`src/design/tcse_pkg.sv`:
```
package tcse_pkg;

  localparam int unsigned Slots = 8;
  localparam int unsigned SlotW = (Slots > 1) ? $clog2(Slots) : 1;

  localparam logic [31:0] IssReset = 32'h0001_0000;
  localparam logic [31:0] IssStep  = 32'd64000;

  localparam logic [7:0] FlFin = 8'h01;
  localparam logic [7:0] FlSyn = 8'h02;
  localparam logic [7:0] FlAck = 8'h10;

  typedef enum logic [1:0] {
    OP_SEGMENT = 2'd0,
    OP_LISTEN  = 2'd1,
    OP_CONNECT = 2'd2,
    OP_CLOSE   = 2'd3
  } op_e;

  typedef enum logic [1:0] {
    ST_OK       = 2'd0,
    ST_FULL     = 2'd1,
    ST_NO_MATCH = 2'd2,
    ST_UNUSED   = 2'd3
  } status_e;

  typedef enum logic [3:0] {
    CS_CLOSED      = 4'd0,
    CS_LISTEN      = 4'd1,
    CS_SYN_SENT    = 4'd2,
    CS_SYN_RCVD    = 4'd3,
    CS_ESTAB       = 4'd4,
    CS_FIN_WAIT_1  = 4'd5,
    CS_FIN_WAIT_2  = 4'd6,
    CS_CLOSE_WAIT  = 4'd7,
    CS_CLOSING     = 4'd8,
    CS_LAST_ACK    = 4'd9,
    CS_TIME_WAIT   = 4'd10
  } conn_state_e;

  // sequencer states
  typedef enum logic [1:0] {
    SQ_IDLE = 2'd0,
    SQ_READ = 2'd1,
    SQ_EXEC = 2'd2,
    SQ_OUT  = 2'd3
  } seq_state_e;

  // per-slot record kept in the connection memory
  typedef struct packed {
    logic [31:0] lip;
    logic [15:0] lport;
    logic [31:0] rip;
    logic [15:0] rport;
    logic [31:0] snd_nxt;
    logic [31:0] snd_una;
    logic [31:0] rcv_nxt;
    logic [31:0] irs;
    logic [31:0] iss;
  } conn_rec_t;

  // per-slot summary kept in flip-flops for matching
  typedef struct packed {
    logic        used;
    conn_state_e cstate;
    logic [31:0] lip;
    logic [15:0] lport;
    logic [31:0] rip;
    logic [15:0] rport;
  } slot_tag_t;

  // one outgoing control segment
  typedef struct packed {
    logic [7:0]  flags;
    logic [31:0] seq;
    logic [31:0] ack;
    logic [31:0] lip;
    logic [15:0] lport;
    logic [31:0] rip;
    logic [15:0] rport;
  } ctl_seg_t;

endpackage

```
`src/design/tcp_connection_state_engine.sv`:
```
// Connection table for a TCP offload block. Each item (segment header, listen,
// connect or close) is taken in an idle cycle and then runs three more stages:
// a match stage compares the four-tuple against per-slot tags held in
// flip-flops, picks the slot and issues the read of the slot's record from the
// connection memory; an exec stage runs the state step on the read data and
// writes the record back; an output stage hands out the one or two result
// items, holding each while the output stalls. The next item is taken in the
// idle cycle after the last result is taken. The sequence record memory needs
// no clearing: a slot's record is rewritten on allocation before it is read.
module tcp_connection_state_engine (
  input  logic        clk_i,
  input  logic        rst_ni,
  input  logic        in_valid_i,
  output logic        in_stall_o,
  input  logic [1:0]  operation_i,
  input  logic [31:0] local_ip_i,
  input  logic [15:0] local_port_i,
  input  logic [31:0] remote_ip_i,
  input  logic [15:0] remote_port_i,
  input  logic [31:0] seg_seq_i,
  input  logic [31:0] seg_ack_i,
  input  logic [7:0]  seg_flags_i,
  input  logic [15:0] seg_len_i,
  input  logic [2:0]  slot_i,
  output logic        out_valid_o,
  input  logic        out_stall_i,
  output logic [1:0]  status_o,
  output logic [2:0]  conn_slot_o,
  output logic [3:0]  new_state_o,
  output logic        send_o,
  output logic [7:0]  send_flags_o,
  output logic [31:0] send_seq_o,
  output logic [31:0] send_ack_o,
  output logic [31:0] out_local_ip_o,
  output logic [15:0] out_local_port_o,
  output logic [31:0] out_remote_ip_o,
  output logic [15:0] out_remote_port_o,
  output logic        last_o
);
  import tcse_pkg::*;

  seq_state_e state_q, state_d;

  // latched item
  op_e         op_q;
  logic [31:0] lip_q, rip_q, seq_q, ack_q;
  logic [15:0] lport_q, rport_q, len_q;
  logic [7:0]  fl_q;
  logic [2:0]  req_q;

  slot_tag_t   tags_q [Slots];
  logic [31:0] iss_q;

  logic [SlotW-1:0] sl_q;
  logic             found_q;
  status_e          status_q;
  conn_state_e      nstate_q;
  ctl_seg_t         seg_q [2];
  logic [1:0]       nseg_q;
  logic             idx_q;

  logic             hit, free;
  logic [SlotW-1:0] hit_slot, free_slot;
  conn_rec_t        rd;
  logic             mem_we;
  conn_rec_t        mem_wd;

  logic in_acc, out_acc;
  assign in_acc  = in_valid_i && !in_stall_o;
  assign out_acc = out_valid_o && !out_stall_i;

  tcse_match u_match (
    .tags_i      (tags_q),
    .lip_i       (lip_q),
    .lport_i     (lport_q),
    .rip_i       (rip_q),
    .rport_i     (rport_q),
    .hit_o       (hit),
    .hit_slot_o  (hit_slot),
    .free_o      (free),
    .free_slot_o (free_slot)
  );

  // slot chosen in the match cycle
  function automatic logic [SlotW-1:0] sel_slot();
    logic [SlotW-1:0] r;
    r = '0;
    case (op_q)
      OP_SEGMENT: r = hit_slot;
      OP_LISTEN, OP_CONNECT: r = free_slot;
      default: r = SlotW'(req_q);
    endcase
    return r;
  endfunction

  tcse_conn_mem u_mem (
    .clk_i   (clk_i),
    .we_i    (mem_we),
    .waddr_i (sl_q),
    .wdata_i (mem_wd),
    .raddr_i (state_q == SQ_READ ? sel_slot() : sl_q),
    .rdata_o (rd)
  );

  // next state
  always_comb begin
    state_d = state_q;
    case (state_q)
      SQ_IDLE: if (in_valid_i) state_d = SQ_READ;
      SQ_READ: state_d = SQ_EXEC;
      SQ_EXEC: state_d = SQ_OUT;
      SQ_OUT: begin
        if (out_acc && (idx_q || nseg_q < 2'd2)) state_d = SQ_IDLE;
      end
      default: state_d = SQ_IDLE;
    endcase
  end

  // handshake outputs
  always_comb begin
    in_stall_o  = state_q != SQ_IDLE;
    out_valid_o = state_q == SQ_OUT;
  end

  always_ff @(posedge clk_i or negedge rst_ni) begin
    if (!rst_ni) begin
      state_q <= SQ_IDLE;
    end else begin
      state_q <= state_d;
    end
  end

  // item capture
  always_ff @(posedge clk_i) begin
    if (in_acc) begin
      op_q    <= op_e'(operation_i);
      lip_q   <= local_ip_i;
      lport_q <= local_port_i;
      rip_q   <= remote_ip_i;
      rport_q <= remote_port_i;
      seq_q   <= seg_seq_i;
      ack_q   <= seg_ack_i;
      fl_q    <= seg_flags_i;
      len_q   <= seg_len_i;
      req_q   <= slot_i;
    end
  end

  // match cycle result
  always_ff @(posedge clk_i or negedge rst_ni) begin
    if (!rst_ni) begin
      found_q <= 1'b0;
      sl_q    <= '0;
    end else if (state_q == SQ_READ) begin
      sl_q <= sel_slot();
      case (op_q)
        OP_SEGMENT: found_q <= hit;
        OP_LISTEN, OP_CONNECT: found_q <= free;
        default: found_q <= ({29'd0, req_q} < 32'(Slots)) &&
                            tags_q[SlotW'(req_q)].used;
      endcase
    end
  end

  // state step: combinational update of the read record
  conn_rec_t   r;
  slot_tag_t   t;
  logic [31:0] iss_n;
  logic        iss_we;
  ctl_seg_t    sg [2];
  logic [1:0]  ns;
  status_e     stat;
  conn_state_e cs;

  always_comb begin
    logic [31:0] nx;
    logic        fin, syn, ackf;
    r = rd;
    t = tags_q[sl_q];
    cs = t.cstate;
    iss_n = iss_q + IssStep;
    iss_we = 1'b0;
    ns = 2'd0;
    sg[0] = '0;
    sg[1] = '0;
    stat = ST_OK;
    mem_we = 1'b0;
    fin = fl_q[0];
    syn = fl_q[1];
    ackf = fl_q[4];
    nx = '0;
    case (op_q)
      OP_SEGMENT: begin
        if (!found_q) begin
          stat = ST_NO_MATCH;
        end else begin
          mem_we = 1'b1;
          if (cs == CS_LISTEN) begin
            r.rip = rip_q;
            r.rport = rport_q;
            r.lip = lip_q;
          end
          case (cs)
            CS_LISTEN: begin
              if (syn) begin
                iss_we = 1'b1;
                r.irs = seq_q;
                r.rcv_nxt = seq_q + 32'd1;
                r.iss = iss_n;
                r.snd_una = iss_n;
                r.snd_nxt = iss_n + 32'd1;
                cs = CS_SYN_RCVD;
                ns = 2'd1;
                sg[0] = '{FlSyn | FlAck, iss_n, seq_q + 32'd1,
                          r.lip, r.lport, r.rip, r.rport};
              end
            end
            CS_SYN_SENT: begin
              if (syn && ackf) begin
                r.irs = seq_q;
                r.rcv_nxt = seq_q + 32'd1;
                r.snd_una = ack_q;
                cs = CS_ESTAB;
                ns = 2'd1;
                sg[0] = '{FlAck, r.snd_nxt, r.rcv_nxt,
                          r.lip, r.lport, r.rip, r.rport};
              end else if (syn) begin
                r.irs = seq_q;
                r.rcv_nxt = seq_q + 32'd1;
                cs = CS_SYN_RCVD;
                ns = 2'd1;
                sg[0] = '{FlSyn | FlAck, r.iss, r.rcv_nxt,
                          r.lip, r.lport, r.rip, r.rport};
              end
            end
            CS_SYN_RCVD: begin
              if (ackf) begin
                r.snd_una = ack_q;
                cs = CS_ESTAB;
              end
            end
            CS_ESTAB: begin
              nx = seq_q + {16'd0, len_q};
              if (len_q != 16'd0) begin
                r.rcv_nxt = nx;
                sg[0] = '{FlAck, r.snd_nxt, nx, r.lip, r.lport, r.rip, r.rport};
                ns = 2'd1;
              end
              if (fin) begin
                r.rcv_nxt = nx + 32'd1;
                cs = CS_CLOSE_WAIT;
                sg[ns[0]] = '{FlAck, r.snd_nxt, nx + 32'd1,
                              r.lip, r.lport, r.rip, r.rport};
                ns = ns + 2'd1;
              end
            end
            CS_FIN_WAIT_1: begin
              if (ackf) cs = CS_FIN_WAIT_2;
              if (fin) begin
                r.rcv_nxt = seq_q + 32'd1;
                cs = ackf ? CS_TIME_WAIT : CS_CLOSING;
                ns = 2'd1;
                sg[0] = '{FlAck, r.snd_nxt, seq_q + 32'd1,
                          r.lip, r.lport, r.rip, r.rport};
              end
            end
            CS_FIN_WAIT_2: begin
              if (fin) begin
                r.rcv_nxt = seq_q + 32'd1;
                cs = CS_TIME_WAIT;
                ns = 2'd1;
                sg[0] = '{FlAck, r.snd_nxt, seq_q + 32'd1,
                          r.lip, r.lport, r.rip, r.rport};
              end
            end
            CS_CLOSING: if (ackf) cs = CS_TIME_WAIT;
            CS_LAST_ACK: begin
              if (ackf) begin
                cs = CS_CLOSED;
                t.used = 1'b0;
              end
            end
            default: ;
          endcase
        end
      end
      OP_LISTEN, OP_CONNECT: begin
        if (!found_q) begin
          stat = ST_FULL;
        end else begin
          mem_we = 1'b1;
          t.used = 1'b1;
          r = '0;
          r.lip = lip_q;
          r.lport = lport_q;
          if (op_q == OP_LISTEN) begin
            cs = CS_LISTEN;
          end else begin
            iss_we = 1'b1;
            r.rip = rip_q;
            r.rport = rport_q;
            r.iss = iss_n;
            r.snd_una = iss_n;
            r.snd_nxt = iss_n + 32'd1;
            cs = CS_SYN_SENT;
            ns = 2'd1;
            sg[0] = '{FlSyn, iss_n, 32'd0, lip_q, lport_q, rip_q, rport_q};
          end
        end
      end
      default: begin
        if (!found_q) begin
          stat = ST_UNUSED;
        end else begin
          mem_we = 1'b1;
          case (cs)
            CS_ESTAB, CS_CLOSE_WAIT: begin
              sg[0] = '{FlFin | FlAck, r.snd_nxt, r.rcv_nxt,
                        r.lip, r.lport, r.rip, r.rport};
              ns = 2'd1;
              r.snd_nxt = r.snd_nxt + 32'd1;
              cs = (cs == CS_ESTAB) ? CS_FIN_WAIT_1 : CS_LAST_ACK;
            end
            CS_SYN_SENT, CS_SYN_RCVD, CS_LISTEN: cs = CS_CLOSED;
            default: ;
          endcase
        end
      end
    endcase
    // ack segments advance nothing; syn-bearing segments were folded in
    t.cstate = cs;
    t.lip = r.lip;
    t.lport = r.lport;
    t.rip = r.rip;
    t.rport = r.rport;
    mem_wd = r;
    mem_we = mem_we && (state_q == SQ_EXEC);
  end

  // tag table, counter and result capture
  always_ff @(posedge clk_i or negedge rst_ni) begin
    if (!rst_ni) begin
      for (int i = 0; i < Slots; i++) begin
        tags_q[i].used   <= 1'b0;
        tags_q[i].cstate <= CS_CLOSED;
      end
      iss_q  <= IssReset;
      nseg_q <= '0;
      idx_q  <= 1'b0;
    end else if (state_q == SQ_EXEC) begin
      idx_q  <= 1'b0;
      nseg_q <= ns;
      if (iss_we) iss_q <= iss_n;
      if (found_q) tags_q[sl_q] <= t;
    end else if (state_q == SQ_OUT && out_acc) begin
      idx_q <= 1'b1;
    end
  end

  always_ff @(posedge clk_i) begin
    if (state_q == SQ_EXEC) begin
      status_q <= stat;
      nstate_q <= found_q ? cs : CS_CLOSED;
      seg_q[0] <= sg[0];
      seg_q[1] <= sg[1];
    end
  end

  // result ports
  always_comb begin
    logic [SlotW-1:0] cslot;
    cslot = sl_q;
    status_o    = status_q;
    conn_slot_o = 3'(cslot);
    if (op_q == OP_CLOSE) conn_slot_o = req_q;
    else if (!found_q) conn_slot_o = 3'd0;
    new_state_o = nstate_q;
    send_o = nseg_q != 2'd0;
    last_o = idx_q || nseg_q < 2'd2;
    {send_flags_o, send_seq_o, send_ack_o, out_local_ip_o, out_local_port_o,
     out_remote_ip_o, out_remote_port_o} = seg_q[idx_q];
  end

`ifndef SYNTHESIS
  a_stall_busy: assert property (@(posedge clk_i) disable iff (!rst_ni)
    out_valid_o |-> in_stall_o) else $error("item accepted during output");
  a_second: assert property (@(posedge clk_i) disable iff (!rst_ni)
    (out_valid_o && idx_q) |-> nseg_q == 2'd2) else $error("bad second result");
  a_exec: assert property (@(posedge clk_i) disable iff (!rst_ni)
    state_q == SQ_EXEC |=> state_q == SQ_OUT) else $error("sequencer skip");
`endif

endmodule

```
`src/design/tcse_conn_mem.sv`:
```
module tcse_conn_mem (
  input  logic                        clk_i,
  input  logic                        we_i,
  input  logic [tcse_pkg::SlotW-1:0]  waddr_i,
  input  tcse_pkg::conn_rec_t         wdata_i,
  input  logic [tcse_pkg::SlotW-1:0]  raddr_i,
  output tcse_pkg::conn_rec_t         rdata_o
);
  import tcse_pkg::*;

  conn_rec_t mem_q [Slots];
  conn_rec_t rdata_q;

  // write port
  always_ff @(posedge clk_i) begin
    if (we_i) begin
      mem_q[waddr_i] <= wdata_i;
    end
  end

  // registered read port
  always_ff @(posedge clk_i) begin
    rdata_q <= mem_q[raddr_i];
  end

  assign rdata_o = rdata_q;

endmodule

```
`src/design/tcse_match.sv`:
```
module tcse_match (
  input  tcse_pkg::slot_tag_t         tags_i [tcse_pkg::Slots],
  input  logic [31:0]                 lip_i,
  input  logic [15:0]                 lport_i,
  input  logic [31:0]                 rip_i,
  input  logic [15:0]                 rport_i,
  output logic                        hit_o,
  output logic [tcse_pkg::SlotW-1:0]  hit_slot_o,
  output logic                        free_o,
  output logic [tcse_pkg::SlotW-1:0]  free_slot_o
);
  import tcse_pkg::*;

  logic [Slots-1:0] exact;
  logic [Slots-1:0] lsn;

  // per-slot tuple compare
  always_comb begin
    for (int i = 0; i < Slots; i++) begin
      logic lm;
      lm = (tags_i[i].lip == 32'd0) || (tags_i[i].lip == lip_i);
      exact[i] = tags_i[i].used && tags_i[i].lport == lport_i && lm &&
                 tags_i[i].cstate != CS_LISTEN && tags_i[i].rport == rport_i &&
                 tags_i[i].rip == rip_i;
      lsn[i] = tags_i[i].used && tags_i[i].lport == lport_i && lm &&
               tags_i[i].cstate == CS_LISTEN;
    end
  end

  // lowest exact match, else highest listener
  always_comb begin
    hit_o = 1'b0;
    hit_slot_o = '0;
    for (int i = 0; i < Slots; i++) begin
      if (lsn[i]) begin
        hit_o = 1'b1;
        hit_slot_o = SlotW'(i);
      end
    end
    for (int i = Slots - 1; i >= 0; i--) begin
      if (exact[i]) begin
        hit_o = 1'b1;
        hit_slot_o = SlotW'(i);
      end
    end
  end

  // lowest free slot
  always_comb begin
    free_o = 1'b0;
    free_slot_o = '0;
    for (int i = Slots - 1; i >= 0; i--) begin
      if (!tags_i[i].used) begin
        free_o = 1'b1;
        free_slot_o = SlotW'(i);
      end
    end
  end

endmodule

```
`config.mk`:
```
export PLATFORM = sky130hd
export DESIGN_NAME = tcp_connection_state_engine
export DESIGN_NICKNAME = d
export VERILOG_FILES = /design/src/design/tcse_pkg.sv /design/src/design/tcp_connection_state_engine.sv /design/src/design/tcse_conn_mem.sv /design/src/design/tcse_match.sv
export SDC_FILE = /design/constraint.sdc
export NUM_CORES = 2
export LEC_CHECK = 0
export ABC_AREA = 0
export BUFFER_PORTS_ARGS = -buffer_cell sky130_fd_sc_hd__buf_2
export CORE_UTILIZATION = 25
export DETAILED_ROUTE_END_ITERATION = 7
export PLACE_DENSITY = 0.36
export SKIP_CTS_REPAIR_TIMING = 1
export SYNTH_ARGS = -nofsm -noshare
export SYNTH_HDL_FRONTEND = slang
export SYNTH_HIERARCHICAL = 1
export SYNTH_SLANG_ARGS = --single-unit
```
`constraint.sdc`:
```
create_clock -name clk_i -period 34.5 [get_ports clk_i]
set_clock_uncertainty 0.05 [all_clocks]
set_input_delay 3.45 -clock clk_i [delete_from_list [all_inputs] [get_ports clk_i]]
set_output_delay 3.45 -clock clk_i [all_outputs]
set_load 0.02 [all_outputs]
```
# After elaboration in Yosys (flattened, before gate mapping)
# Memory sizes are Yosys's and may differ from the RTL's. A register that Yosys moved wholly into a read port is not among the register bits.
# Cells that the tools add are included.
totals:
  latchBits: 0
  ramBits: 2384
  in_bits: 193
  n_memories: 2
  out_inout_bits: 181
  register_bits: 1041
  wordCells: 409
  mem_bits_ro: 0
mem_list:
  columns: ["memory", "depth", "word_bits", "rd", "rd_clocked_by_memory_dff", "wr", "line_no", "source"]
  rows:
  - ["u_mem.mem_q", 8, 256, 1, 1, 1, "tcse_conn_mem.sv:11", "conn_rec_t mem_q [Slots];"]
  - ["seg_q", 2, 168, 1, 0, 2, "tcp_connection_state_engine.sv:58", "ctl_seg_t seg_q [2];"]
classes:
  n_addsub: 7
  n_eq_ne: 65
  reduce_logical: 89
  multipliers: 0
  order_cmp: 6
  n_mux: 171
  shift: 0
  div_mod_pow: 0
  bitwise_logic: 3
op_table:
  columns: ["op", "count"]
  rows:
  - ["165-bit two-way mux", 7]
  - ["168-bit two-way mux", 6]
  - ["808-bit bitwise mux", 1]
  - ["336-bit two-way mux", 2]
  - ["168-bit case mux with 4 select lines", 1]
  - ["101-bit binary-select mux with 3-bit select", 2]
  - ["32-bit == test", 16]
  - ["101-bit two-way mux", 5]
  - ["32-bit two-way mux", 14]
  - ["336-bit bitwise mux", 1]
  - ["168-bit case mux with 2 select lines", 1]
  - ["162-bit two-way mux", 2]
  - ["101-bit demux with 3-bit select", 1]
  - ["16-bit == test", 16]
  - ["32-bit logical NOT", 8]
  - ["256-bit two-way mux", 1]
  - ["128-bit case mux with 2 select lines", 1]
  - ["208-bit two-way mux", 1]
  - ["32-bit case mux with 2 select lines", 3]
  - ["168-bit demux with 1-bit select", 1]
  - ["160-bit two-way mux", 1]
  - ["48-bit two-way mux", 3]
  - ["32-bit by 1-bit adder with 32-bit output, second input constant", 4]
  - ["64-bit two-way mux", 2]
  - ["44 further kinds", 241]

# Longest topological paths before layout
logic_depth:
  ltp_word: 21
  depth_mapped: 19
  ltp_nobuf: 15

# Modules after synthesis
# Netlist, hierarchy kept.
by_module_without_submodules:
  columns: ["mod", "cells_per_inst", "seq_area_each_um2", "n_inst", "area_each_um2"]
  rows:
  - ["tcse_conn_mem", 3227, 66623.9, 1, 82039.9]
  - ["tcp_connection_state_engine", 4335, 40299.9, 1, 58655.0]
  - ["tcse_match", 1269, 0.0, 1, 9945.8]

# Worst setup path after synthesis
# OpenSTA, ideal clock, no wires.
synth_path:
  path_kind: "register -> register"
  from: "register state_q[0]"
  to: "memory u_mem/mem_q[0][0] (netlist name) (enable)"
  required_time_ps: 33264
  arrival_time_ps: 26123
  synth_period_minus_slack_ps: 27359
  setup_time_ps: 1186
  path_stages_with_launch: 7
  path_slack_ps: 7141
  path_buffers: 1
  cell_sequence: "dfrtp_1 -> inv_1 -> ha_1 -> clkbuf_1 -> and2_1 -> nand2b_1 -> nor3_1"
synth_via:
  elab_chain_len: 4
synth_rtl:
  columns: ["element", "line_no", "source"]
  rows:
  - ["start: declaration", "tcp_connection_state_engine.sv:42", "seq_state_e state_q, state_d;"]
  - ["start signal: assignment", "tcp_connection_state_engine.sv:129", "state_q <= state_d;"]
  - ["2-bit == test", "tcp_connection_state_engine.sv:337", "mem_we = mem_we && (state_q == SQ_EXEC);"]
  - ["1-bit logical AND", "tcp_connection_state_engine.sv:337", null]
  - ["via mem_we", "tcp_connection_state_engine.sv:65", "logic mem_we;"]
  - ["1-bit two-way mux", "tcse_conn_mem.sv:16", "if (we_i) begin"]
  - ["1-bit two-way mux (not written as such)", "tcse_conn_mem.sv:17", "mem_q[waddr_i] <= wdata_i;"]
  - ["end: declaration", "tcse_conn_mem.sv:11", null]
# The timed path passes the listed nets, and every way through them passes these cells.

# Worst setup path in the final report
layout_path:
  from: "register rip_q[3]"
  to: "register, netlist name u_mem/rdata_o[82]"
layout_via:
  elab_chain_len: 12
  word_cells_on_any_way: 26
  classes_between: "eq/ne: 8; mux: 10; reduce/logical: 8"
layout_rtl:
  columns: ["element", "line_no", "source"]
  rows:
  - ["start: declaration", "tcp_connection_state_engine.sv:46", "logic [31:0] lip_q, rip_q, seq_q, ack_q;"]
  - ["start signal: assignment", "tcp_connection_state_engine.sv:139", "rip_q <= remote_ip_i;"]
  - ["32-bit == test", "tcse_match.sv:24", "tags_i[i].rip == rip_i;"]
  - ["1-bit logical AND", "tcse_match.sv:23", "tags_i[i].cstate != CS_LISTEN && tags_i[i].rport == rport_i &&"]
  - ["3-bit two-way mux (7 in series)", "tcse_match.sv:41", "if (exact[i]) begin"]
  - ["3-bit two-way mux *", "tcse_match.sv:41", null]
  - ["via hit_slot[2]", "tcp_connection_state_engine.sv:63", "logic [SlotW-1:0] hit_slot, free_slot;"]
  - ["3-bit case mux with 2 select lines *", "tcp_connection_state_engine.sv:88", "case (op_q)"]
  - ["3-bit two-way mux *", null, null]
# The timed path passes the listed nets; every way through them passes the cells marked *.
# A chain may end at the register's enable or synchronous reset.

==> flow_summary.yaml <==
worst_setup_path:
  worst_setup_path_start_kind: "register"
  crit_family: "buffers and inverters"
  critical_path_arrival_ns: 8.79
  critPathBufInv: 3
  crit_chain: "xor2_1, nor4_1, nand4_1, nor3_1, o21ai_2, nand2_1, or4b_1, and2_1, a22oi_1, o21ai_0, mux2_8, buf_4, buf_4, buf_4, mux4_2, mux2_2"
  cp_max_fo: 71
  required_ns: 35.29
  r2r_slack_ns: 26.50
  reg2reg_from: "rip_q[3]"
  cp_common_cell: "buf_4"
  max_stage_delay_ns: 1.09
  ff2ff_path_depth: 16
  endpoint_kind: "register"
  critical-path-slowest-cell: "edfxtp_1"
  path_class: "register to register"
  reg2reg_to: "u_mem/rdata_o[82]"
hold_path:
  hp-class: "register to register"
  whs_path_depth: 2
  min_to: "iss_q[31]"
  hp-start: "iss_q[31]"
floorplanning:
  dieWidth_um: 718
  die_area_sq_um: 515000
  die_y_um: 718
  placementRows: 262
  start_util_pct: 25.1
  core-area_sq_um: 509000
  io_pins: 374
routing:
  first_pass_iters: 7
  drc: 0
  wirelength_mm: 450
  drtIter0Drc: 5739
  routedWlPerCell_um: 29.2
  ant_nets: 0
  vias: 73000
  vias_per_cell: 4.75
global_route:
  grt_use_total_pct: 17.0
  antenna_found_initial: 42
  grt_max_degree: 99
  grt_pass1_vias: 75900
  grt_pass1_wl_mm: 623
  grt-ovfl-total: 0
cells_and_area:
  syn2layout_area_growth_pct: 17.5
  drive_above_1_share_pct: 24.2
  final_area_sq_um: 150000
  fillerInstances: 50700
  final-instance-count-excl-fill: 15400
  nets: 8543
pwr:
  power_density_nw_per_um2: 86.7
  ir_drop_mv: 0.0495
  leakagePower_uw: 0.0484
placed_design:
  post_dp_cell_area_sq_um: 138000
  pre_cts_slack_ns: 26.27
  placed_cells: 14700
  hpwlAfterDp_mm: 277
  port_buffers: 331
  gp_congestion: 0.796
timing:
  slew_viol_final: 0
  tns_ns: 0
  final-setup-viol-count: 0
  timing.final.crit_share_pct: 23.2
  fmax_mhz: 125
  hold_viol: 0
  rsz0062_at_grt: "no"
  tightest_slew_ns: 1.35
  relSlewSlack_pct: 9.13
  min_period_ns: 8.00
  worst_slack_ns: 26.50
clocking:
  htree_levels: 5
  clock_sinks: 3050
  cts_tree: "built"
  clk_latency_ns: 0.99
  clkTransAtPathRegs_ns: 0.06
  root_buffer: "clkbuf_16"
  cts_buffers: 367
  clockBufferDepth: 4
yosys:
  avgSynthCellArea_sq_um: 16.4
  ys_warn_count: 6
  synthesis.instances: 7795
  mappedNetlistArea_sq_um: 128000
flow_run:
  maxCapViolCount: 0
outcome:
  status: "finished, final reports clean"
## worst min-delay path, stage by stage (launching register included)
cell,delay (ns)
dfrtp_1,0.35
nand2_1,0.05
o21ai_0,0.07
## power by group
part / internal [uW] / leakage (uW) / total [uW] / switching (uW)
logic: 1250 / 0.0145 / 3840 / 2590
registers: 5040 / 0.0281 / 5370 / 330
clock network: 2240 / 0.00585 / 3840 / 1600
## worst max path at each step
stage | from | endpoint | slack, ns | depth (start not counted)
global route | rport_q[5] | u_mem/rdata_o[82] | 26.06 | 18
global placement | rport_q[5] | u_mem/rdata_o[81] | 26.21 | 18
floorplan | state_q[0] | u_mem/mem_q[0][0] | 11.64 | 6
finish | rip_q[3] | u_mem/rdata_o[82] | 26.50 | 16
detailed placement | rport_q[5] | u_mem/rdata_o[82] | 26.27 | 18
CTS | rport_q[5] | u_mem/rdata_o[82] | 26.15 | 18
## registers in the layout, indices dropped and copies added, names as in the netlist, 3 cells and up
name           cells
fl_q               3
iss_q             23
len_q             16
lip_q             32
lport_q           16
new_state_o        4
req_q              3
rip_q             32
rport_q           16
seg_q            324
seq_q             32
sl_q               3
tags_q           808
u_mem/mem_q     1536
u_mem/rdata_o    192
## per-layer routing
layer  track usage, %  vias to the layer above  part of all wire (%)
li1                 -                    31400                     -
met1             23.8                    39200                    46
met2             28.3                     1921                    48
met3             2.07                      509                   4.2
met4             3.63                        2                   2.1
met5                0                        -                0.0022
## metrics by stage
stage               hold WS (ns)  util (%)  power [uW]
floorplan                  0.419         -        7690
global placement           0.438      27.2        9340
detailed placement         0.450      27.2        9390
CTS                        0.464      29.5       13300
global route               0.486      29.5       13600
finish                     0.461      29.5       13000
## placed cells by master (no fill, tap or decap), drive strengths merged, types with 92 or more instances in the layout
master and count:
dfxtp 192, clkbuf 504, buf 637, nand2 488, nand4 174, a22oi 93
edfxtp 2786, a21oi 278, and2 92, o21ai 226, xnor2 474, xor2 448
clkinv 138, nor2 237, mux4 394, mux2 420, nor4 200, a22o 109
## cell type report
type	instances	area (sq um)	share of cell area (%)
Sequential cell	3050	89300	59.4
Multi-Input combinational cell	4213	36400	24.2
Clock buffer	504	10300	6.82
Tap cell	6732	8420	5.60
Timing Repair Buffer	637	4110	2.73
Clock inverter	181	1660	1.10
Inverter	48	181	0.121
Antenna cell	18	45.0	0.0300
(Power assumes the default switching activity.)
